## src/hdl/stream_header_stripper_pcm_assert.svh

```systemverilog
// Assertion macros for the stream header stripper.
// Needs clk and arst_n in the scope where the macros are used.
`ifndef STREAM_HEADER_STRIPPER_PCM_ASSERT_SVH
`define STREAM_HEADER_STRIPPER_PCM_ASSERT_SVH

// Checks that the consequent holds in the same cycle as the antecedent.
`define SHSP_ASSERT_NOW(label, ante, cons, msg) \
	label: assert property (@(posedge clk) disable iff (!arst_n) (ante) |-> (cons)) \
		else $error(msg);

// Checks that the consequent holds in the cycle after the antecedent.
`define SHSP_ASSERT_NEXT(label, ante, cons, msg) \
	label: assert property (@(posedge clk) disable iff (!arst_n) (ante) |=> (cons)) \
		else $error(msg);

`endif

```

## src/hdl/shsp_pkg.sv

```systemverilog
// Package for the stream header stripper: phase and event codes, header constants
// and the status struct. Used by every module of the block.
package shsp_pkg;

	localparam logic [3:0]  PREFIX_LAST   = 4'd11;
	localparam logic [3:0]  IDX_MAGIC0    = 4'd0;
	localparam logic [3:0]  IDX_MAGIC1    = 4'd1;
	localparam logic [3:0]  IDX_VERSION   = 4'd2;
	localparam logic [3:0]  IDX_CODEC     = 4'd4;
	localparam logic [3:0]  IDX_CHANNELS  = 4'd5;
	localparam logic [3:0]  IDX_RATE_HI   = 4'd6;
	localparam logic [3:0]  IDX_RATE_LO   = 4'd7;
	localparam logic [3:0]  IDX_LEN_FIRST = 4'd8;
	localparam logic [3:0]  IDX_LEN_LAST  = 4'd11;

	localparam logic [7:0]  MAGIC0        = 8'h53;
	localparam logic [7:0]  MAGIC1        = 8'h48;
	localparam logic [7:0]  VERSION       = 8'd2;
	localparam logic [7:0]  CODEC         = 8'd0;
	localparam logic [7:0]  CHANNELS      = 8'd1;
	localparam logic [15:0] RATE          = 16'd8000;

	typedef enum logic [1:0] {
		PH_PREFIX   = 2'd0,
		PH_PAYLOAD  = 2'd1,
		PH_PCM      = 2'd2,
		PH_REJECTED = 2'd3
	} phase_t;

	typedef enum logic [1:0] {
		EV_PCM      = 2'd0,
		EV_SKIPPED  = 2'd1,
		EV_RAW      = 2'd2,
		EV_REJECTED = 2'd3
	} event_t;

	typedef struct packed {
		phase_t phase;
		logic   payload_nz;
	} shsp_status_t;

endpackage

```

## src/hdl/stream_header_stripper_pcm.sv

```systemverilog
// Top level of the stream header stripper for a 16-bit PCM byte stream.
// Depends on shsp_pkg, shsp_in_reg, shsp_core and the assertion header.
//
// One byte beat is accepted per clock unless the block stalls; an accepted byte passes
// the input register and the phase logic on its way to the result register.
// The block stalls only while a result beat waits unaccepted in the output register
// and a byte already sits in the input register. Write header_expected only while idle.
`include "stream_header_stripper_pcm_assert.svh"
module stream_header_stripper_pcm
	import shsp_pkg::*;
(
	input  logic               clk,
	input  logic               arst_n,
	input  logic               cfg_we,
	input  logic               cfg_wdata,
	input  logic               in_valid,
	output logic               in_ready,
	input  logic [7:0]         data_byte,
	output logic               out_valid,
	input  logic               out_ready,
	output logic [1:0]         event_kind,
	output logic signed [15:0] pcm_sample
);

	logic         take;
	logic         valid_s1;
	logic [7:0]   byte_s1;
	shsp_status_t status;

	shsp_in_reg u_in_reg (
		.clk      (clk),
		.arst_n   (arst_n),
		.in_valid (in_valid),
		.in_ready (in_ready),
		.data_byte(data_byte),
		.take     (take),
		.valid_s1 (valid_s1),
		.byte_s1  (byte_s1)
	);

	shsp_core u_core (
		.clk       (clk),
		.arst_n    (arst_n),
		.cfg_we    (cfg_we),
		.cfg_wdata (cfg_wdata),
		.valid_s1  (valid_s1),
		.byte_s1   (byte_s1),
		.take      (take),
		.out_valid (out_valid),
		.out_ready (out_ready),
		.event_kind(event_kind),
		.pcm_sample(pcm_sample),
		.status    (status)
	);

	`SHSP_ASSERT_NEXT(a_reject_sticky, status.phase == PH_REJECTED, status.phase == PH_REJECTED, "rejected phase left before reset")
	`SHSP_ASSERT_NOW(a_payload_nz, status.phase == PH_PAYLOAD, status.payload_nz, "payload phase with zero bytes left")
	`SHSP_ASSERT_NOW(a_event_sample, out_valid && event_kind != EV_PCM, pcm_sample == 16'sd0, "nonzero sample on a header event")
	`SHSP_ASSERT_NOW(a_backpressure, valid_s1 && out_valid && !out_ready, !in_ready && !take, "byte taken while result beat is blocked")

endmodule

```

## src/hdl/shsp_in_reg.sv

```systemverilog
// Input stage of the stream header stripper: holds one byte beat for the core.
// Depends on shsp_pkg.
module shsp_in_reg
	import shsp_pkg::*;
(
	input  logic       clk,
	input  logic       arst_n,
	input  logic       in_valid,
	output logic       in_ready,
	input  logic [7:0] data_byte,
	input  logic       take,
	output logic       valid_s1,
	output logic [7:0] byte_s1
);

	assign in_ready = !valid_s1 || take;

	always_ff @(posedge clk or negedge arst_n) begin
		if (!arst_n) begin
			valid_s1 <= 1'b0;
		end else if (in_ready) begin
			valid_s1 <= in_valid;
		end
	end

	always_ff @(posedge clk) begin
		if (in_ready && in_valid) begin
			byte_s1 <= data_byte;
		end
	end

endmodule

```

## src/hdl/shsp_core.sv

```systemverilog
// Core of the stream header stripper: phase machine, header checks, sample
// pairing and the result register. Depends on shsp_pkg.
module shsp_core
	import shsp_pkg::*;
(
	input  logic              clk,
	input  logic              arst_n,
	input  logic              cfg_we,
	input  logic              cfg_wdata,
	input  logic              valid_s1,
	input  logic [7:0]        byte_s1,
	output logic              take,
	output logic              out_valid,
	input  logic              out_ready,
	output logic [1:0]        event_kind,
	output logic signed [15:0] pcm_sample,
	output shsp_status_t      status
);

	phase_t      phase_q, phase_d;
	logic        hdr_exp_q;
	logic [3:0]  count_q, count_d;
	logic        magic_ok_q, magic_ok_d;
	logic        fmt_ok_q, fmt_ok_d;
	logic [23:0] len_q, len_d;
	logic [30:0] left_q, left_d;
	logic [7:0]  low_q;
	logic        low_pend_q, low_pend_d;
	logic        emit;
	event_t      kind;
	logic [15:0] sample;
	logic        pcm_mode;
	logic [31:0] len_full;
	logic [30:0] len_eff;
	logic [30:0] left_dec;

	assign take      = valid_s1 && (!out_valid || out_ready);
	assign pcm_mode  = (phase_q == PH_PCM) || ((phase_q != PH_REJECTED) && !hdr_exp_q);
	assign len_full  = {len_q, byte_s1};
	assign len_eff   = len_full[31] ? 31'd0 : len_full[30:0];
	assign left_dec  = (left_q != 31'd0) ? left_q - 31'd1 : left_q;

	always_comb begin
		phase_d    = phase_q;
		count_d    = count_q;
		magic_ok_d = magic_ok_q;
		fmt_ok_d   = fmt_ok_q;
		len_d      = len_q;
		left_d     = left_q;
		low_pend_d = low_pend_q;
		if (pcm_mode) begin
			low_pend_d = !low_pend_q;
		end else if (phase_q == PH_PREFIX) begin
			count_d = count_q + 4'd1;
			case (count_q)
				IDX_MAGIC0:   magic_ok_d = (byte_s1 == MAGIC0);
				IDX_MAGIC1:   magic_ok_d = magic_ok_q && (byte_s1 == MAGIC1);
				IDX_VERSION:  fmt_ok_d   = (byte_s1 == VERSION);
				IDX_CODEC:    fmt_ok_d   = fmt_ok_q && (byte_s1 == CODEC);
				IDX_CHANNELS: fmt_ok_d   = fmt_ok_q && (byte_s1 == CHANNELS);
				IDX_RATE_HI:  fmt_ok_d   = fmt_ok_q && (byte_s1 == RATE[15:8]);
				IDX_RATE_LO:  fmt_ok_d   = fmt_ok_q && (byte_s1 == RATE[7:0]);
				default:      ;
			endcase
			if (count_q >= IDX_LEN_FIRST && count_q <= IDX_LEN_LAST) begin
				len_d = {len_q[15:0], byte_s1};
			end
			if (count_q == PREFIX_LAST) begin
				if (!magic_ok_q) begin
					phase_d = PH_PCM;
				end else if (!fmt_ok_q) begin
					phase_d = PH_REJECTED;
				end else if (len_eff == 31'd0) begin
					phase_d = PH_PCM;
				end else begin
					left_d  = len_eff;
					phase_d = PH_PAYLOAD;
				end
			end
		end else if (phase_q == PH_PAYLOAD) begin
			left_d = left_dec;
			if (left_dec == 31'd0) begin
				phase_d = PH_PCM;
			end
		end
	end

	always_comb begin
		emit   = 1'b0;
		kind   = EV_PCM;
		sample = 16'd0;
		if (pcm_mode) begin
			emit   = low_pend_q;
			sample = {byte_s1, low_q};
		end else if (phase_q == PH_PREFIX) begin
			if (count_q == PREFIX_LAST) begin
				if (!magic_ok_q) begin
					emit = 1'b1;
					kind = EV_RAW;
				end else if (!fmt_ok_q) begin
					emit = 1'b1;
					kind = EV_REJECTED;
				end else if (len_eff == 31'd0) begin
					emit = 1'b1;
					kind = EV_SKIPPED;
				end
			end
		end else if (phase_q == PH_PAYLOAD) begin
			emit = (left_dec == 31'd0);
			kind = EV_SKIPPED;
		end
	end

	always_ff @(posedge clk or negedge arst_n) begin
		if (!arst_n) begin
			hdr_exp_q  <= 1'b0;
			phase_q    <= PH_PREFIX;
			count_q    <= 4'd0;
			left_q     <= 31'd0;
			low_pend_q <= 1'b0;
			out_valid  <= 1'b0;
		end else begin
			if (cfg_we) begin
				hdr_exp_q <= cfg_wdata;
			end
			if (take) begin
				phase_q    <= phase_d;
				count_q    <= count_d;
				left_q     <= left_d;
				low_pend_q <= low_pend_d;
				out_valid  <= emit;
			end else if (out_ready) begin
				out_valid  <= 1'b0;
			end
		end
	end

	always_ff @(posedge clk) begin
		if (take) begin
			magic_ok_q <= magic_ok_d;
			fmt_ok_q   <= fmt_ok_d;
			len_q      <= len_d;
			if (pcm_mode && !low_pend_q) begin
				low_q <= byte_s1;
			end
			if (emit) begin
				event_kind <= kind;
				pcm_sample <= sample;
			end
		end
	end

	assign status.phase      = phase_q;
	assign status.payload_nz = (left_q != 31'd0);

endmodule

```

## config.mk

```make
export PLATFORM = sky130hd
export DESIGN_NAME = stream_header_stripper_pcm
export DESIGN_NICKNAME = d
export VERILOG_FILES = /design/src/hdl/shsp_pkg.sv /design/src/hdl/stream_header_stripper_pcm.sv /design/src/hdl/shsp_in_reg.sv /design/src/hdl/shsp_core.sv
export VERILOG_INCLUDE_DIRS = /design/src /design/src/hdl
export SDC_FILE = /design/constraint.sdc
export NUM_CORES = 1
export LEC_CHECK = 0
export BUFFER_PORTS_ARGS = -buffer_cell sky130_fd_sc_hd__buf_2
export CORE_ASPECT_RATIO = 1.4
export CORE_UTILIZATION = 30
export CTS_CLUSTER_SIZE = 12
export DETAILED_ROUTE_END_ITERATION = 10
export HOLD_SLACK_MARGIN = 0.03
export PLACE_DENSITY = 0.52
export SLEW_MARGIN = 10
export SYNTH_ARGS = -nofsm -noshare
export SYNTH_HDL_FRONTEND = slang
export SYNTH_SLANG_ARGS = --single-unit
export TNS_END_PERCENT = 10
```

## constraint.sdc

```tcl
create_clock -name clk -period 8.54 [get_ports clk]
set_input_delay 0.427 -clock clk [delete_from_list [all_inputs] [get_ports clk]]
set_output_delay 0.427 -clock clk [all_outputs]
set_load 0.005 [all_outputs]
```

==> metrics.md <==
| Metric | Value |
|---|---|
| Status | `completed` |
| Final Wtd Congestion | `0.945` |
| Area of the die | `17900 um2` |
| # hold bufs at CTS | `0` |
| DR vias | `4233` |
| Xor-xnor portion of the synthesized cell area | `1.85%` |
| Sw power | `0.272 mW` |
| Area of the multi-input gates | `2260 um2` |
| Rows | `56` |
| Core Util, Final | `35.1%` |
| Via count of the first global-routing pass | `4192` |
| CP endpoint kind | `flip-flop` |
| Gr usage total | `17.4%` |
| Starting density of the core | `30.9%` |
| Slew headroom | `28.7%` |
| Async set-reset flop share out of synthesis | `40.6%` |
| Setup CP Type | `flip-flop to flip-flop` |
| Synthesized instance count | `505` |
| Share of cells above drive strength 1 | `13.7%` |
| Reg2reg end | `u_core.pcm_sample[11]` |
| Final worst-path cycle share | `47.7%` |
| Core area | `16900 um2` |
| Post-DP HPWL | `10800 um` |
| Global route overflow | `0` |
| Largest family of logic cells by synthesized area | `simple AND/OR/NAND/NOR gates` |
| I/O Buffers | `33` |
| Die X | `113 um` |
| Syn Std Cell Area | `5220 um2` |
| Initial antenna violation count | `0` |
| Cell-internal power | `0.809 mW` |
| Avg Vias per Cell | `5.53` |
| WP data required | `8.53 ns` |
| FF-to-FF setup slack | `4.47 ns` |
| CTS tree | `yes` |
| RSZ-0062 raised after global routing | `false` |
| Switching portion of total power | `25.2%` |
| Total CTS buffers | `9` |
| Hold Path Class | `input pin to asynchronous set/reset pin` |
| Largest net degree at the start of global routing | `56` |
| Startpoint type of the worst setup path | `flip-flop` |
| Global-route wire length before repair | `23200 um` |
| Worst vdd ir | `0.127 mV` |
| Top FF cell, synth | `edfxtp_1` |
| Ant diodes | `0` |
| Multiplexer area fraction after synthesis | `0.407%` |
| Number of clock sinks | `101` |
| Combinational power share | `6.6%` |
| Setup Buffers After CTS | `0` |
| Power per cell area | `183 nW/um2` |
| Fin crit period | `4.07 ns` |
| Register area | `2830 um2` |
| R2R depth | `8` |
| Syn Area/Cell | `10.3 um2` |
| Max Fclk | `0.246 GHz` |
| Clk_skew | `0.0117 ns` |
| Maximum fanout along the worst path | `18` |
| Synth Area in Adders | `1.44%` |
| Fin. max-slew vios | `0` |
| Clk network pwr share | `38.8%` |
| Fill count | `1716` |
| Max-cap viol count | `0` |
| YS warnings | `0` |
| Area share of the largest cell type after synthesis | `34.5%` |
| Final setup vio count | `0` |
| Root buffer cell | `clkbuf_16` |
| Sequential power share | `54.6%` |
| DIE HEIGHT | `158 um` |
| Post-route ant nets | `0` |
| DR iter-0 viols | `326` |
| DRC | `0` |
| Post-cts sizing count | `0` |
| Net count after synthesis | `525` |
| Area contributors post-synth | `edfxtp_1 (35%), dfrtp_1 (20%), o21ai_0 (4.5%)` |
| Register area share after synthesis | `54.2%` |
| Nets | `548` |
| H-tree lvl count | `3` |
| Area Overhead vs Synth | `13.5%` |
| Worst-Skew Late Latency | `0.36 ns` |
| Final TNS setup | `0 ns` |
| Synth Area in Compound Gates | `17.6%` |
| Max stage delay on crit path | `0.65 ns` |
| Synth cell types | `62` |
| Area leader, netlist | `edfxtp_1` |
| Worst-Margin Slew | `1.07 ns` |
| Worst r2r src | `u_core.left_q[8]` |
| Clock slew at reported path FFs | `0.08 ns` |
| Highest-delay cell along the critical path | `nand2b_1` |
| I/O pin total | `34` |
| WP data arrival | `4.05 ns` |
| Synthesized flop and latch total | `101` |
| Number of synthesized flops with an enable pin | `60` |
| Final Hold Viols | `0` |
| Crit path cell chain | `or4_4 > nor4_4 > and3_1 > nor4_1 > xor2_1 > nor3_1 > o2111ai_2 > nand2b_1` |
| First-pass DRT Iterations | `5` |
| WL per Instance | `19.5 um` |
| Bufs on Longest Clock Path | `2` |
| Pleak | `2.20 nW` |
| DRT Wirelength | `14900 um` |
| Post-synthesis simple-gate area fraction | `21.8%` |
==> worst max-delay path, delay by kind of cell, from the launching register on <==
kind,cells,cell delay [ns]
AOI/OAI and AO/OA,1,0.26
xor gates and xnor gates,1,0.18
DFF,1,0.49
and+or+nand+nor,6,2.75
==> per-layer routing <==
metal  track usage (%)  wire length (um)
met5                 0                 0
met1              19.0              5750
met3              3.18               677
met4              13.5              1130
met2              29.8              7330
==> cell families (layout without fill, tap and decap cells) <==
group | Yosys count | count (layout)
xor+xnor | 11 | 11
simple gates | 201 | 201
mux | 2 | 2
flops | 101 | 101
compound gates | 149 | 149
buf+inv | 35 | 63
fa+ha+maj | 6 | 6
==> synth_stat cells, types with 2 or more instances <==
cell type and n:
o41ai_1 2, and3b_1 2, nor3_1 21, o22ai_1 2, dfrtp_1 41, a22oi_1 10, and4_1 2, a32oi_1 3
nand4b_1 2, edfxtp_1 60, nand2b_1 8, nor3b_1 2, xnor2_1 7, o21ai_0 47, nor4_1 17, o22a_1 3
or3_1 3, clkbuf_1 22, nand4_1 5, a2bb2oi_1 4, nor2_1 44, nand3_1 6, and3_1 10, nor4_2 3
o31ai_1 5, or4_1 2, o21ai_1 2, nand2_1 28, and2_1 20, nor4b_1 5, a21oi_1 39, nand3b_1 4
nor2b_1 4, inv_1 10, ha_1 6, xor2_1 4, o211ai_1 2, or2_2 5, o21a_1 3, a31oi_1 14
o2bb2ai_1 2, a21boi_0 4
==> layout make-up <==
| class | instances | share of cell area, % |
|---|---|---|
| well taps | 232 | 4.90 |
| multi-input cells | 369 | 38.2 |
| clock inverters | 7 | 1.46 |
| clock buffers | 9 | 3.80 |
| inverters | 10 | 0.634 |
| flip-flops and latches | 101 | 47.7 |
| repair buffers | 37 | 3.30 |
==> stage by stage <==
stage	worst slack [ns]	total power [mW]	instances	hold slack (ns)	area [um2]
floorplan	4.81	0.629	505	0.131	5220
global placement	4.61	0.675	749	0.468	5610
detailed placement	4.49	0.675	749	0.480	5610
CTS	4.46	1.10	765	0.229	5920
global route	4.16	1.13	765	0.226	5920
finish	4.47	1.08	765	0.235	5920
==> cells in the final DEF (no fill, tap or decap), drive strengths merged, types with 4 or more instances in the layout <==
master / netlist / routed
a21boi: 4 / 4
a21oi: 39 / 39
a22oi: 10 / 10
a2bb2oi: 4 / 4
a31oi: 14 / 14
and2: 20 / 20
and3: 10 / 10
buf: 3 / 37
clkbuf: 22 / 9
dfrtp: 41 / 41
edfxtp: 60 / 60
ha: 6 / 6
inv: 10 / 14
nand2: 28 / 28
nand2b: 8 / 8
nand3: 7 / 7
nand3b: 4 / 4
nand4: 5 / 5
nor2: 45 / 45
nor2b: 4 / 4
nor3: 22 / 22
nor4: 21 / 21
nor4b: 5 / 5
o21ai: 49 / 49
o31ai: 5 / 5
or2: 5 / 5
xnor2: 7 / 7
xor2: 4 / 4
==> state kept, by name, summed over array words and instances (netlist names) <==
signal             count
u_core.hdr_exp_q       1
u_core.out_valid       1
u_core.pcm_sample     16
u_core.fmt_ok_q        1
u_core.count_q         4
u_core.low_pend_q      1
u_in_reg.valid_s1      1
u_core.event_kind      2
u_core.left_q         31
u_in_reg.byte_s1       8
u_core.magic_ok_q      1
u_core.len_q          24
u_core.phase_q         2
u_core.low_q           8
==> power groups by stage <==
stage,logic [mW],clock network (mW),registers (mW)
2_1_floorplan,0.0346,0,0.594
3_3_place_gp,0.0733,0,0.601
3_5_place_dp,0.0731,0,0.602
4_1_cts,0.0739,0.429,0.592
5_1_grt,0.0810,0.450,0.595
6_report,0.0716,0.419,0.590
==> worst max-delay path by stage <==
stage | startpoint | to | slack, ns | depth (start not counted)
after CTS | u_core.left_q[8] | u_core.pcm_sample[11] | 4.46 | 8
after detailed placement | u_core.left_q[8] | u_core.pcm_sample[12] | 4.49 | 8
final | u_core.left_q[8] | u_core.pcm_sample[11] | 4.47 | 8
after global placement | u_core.left_q[8] | u_core.pcm_sample[12] | 4.61 | 8
after floorplan | u_core.phase_q[1] | u_core.len_q[0] | 4.81 | 3
after global routing | u_core.left_q[0] | u_core.pcm_sample[10] | 4.16 | 10
Note: power is estimated with default switching activity, not from simulation.
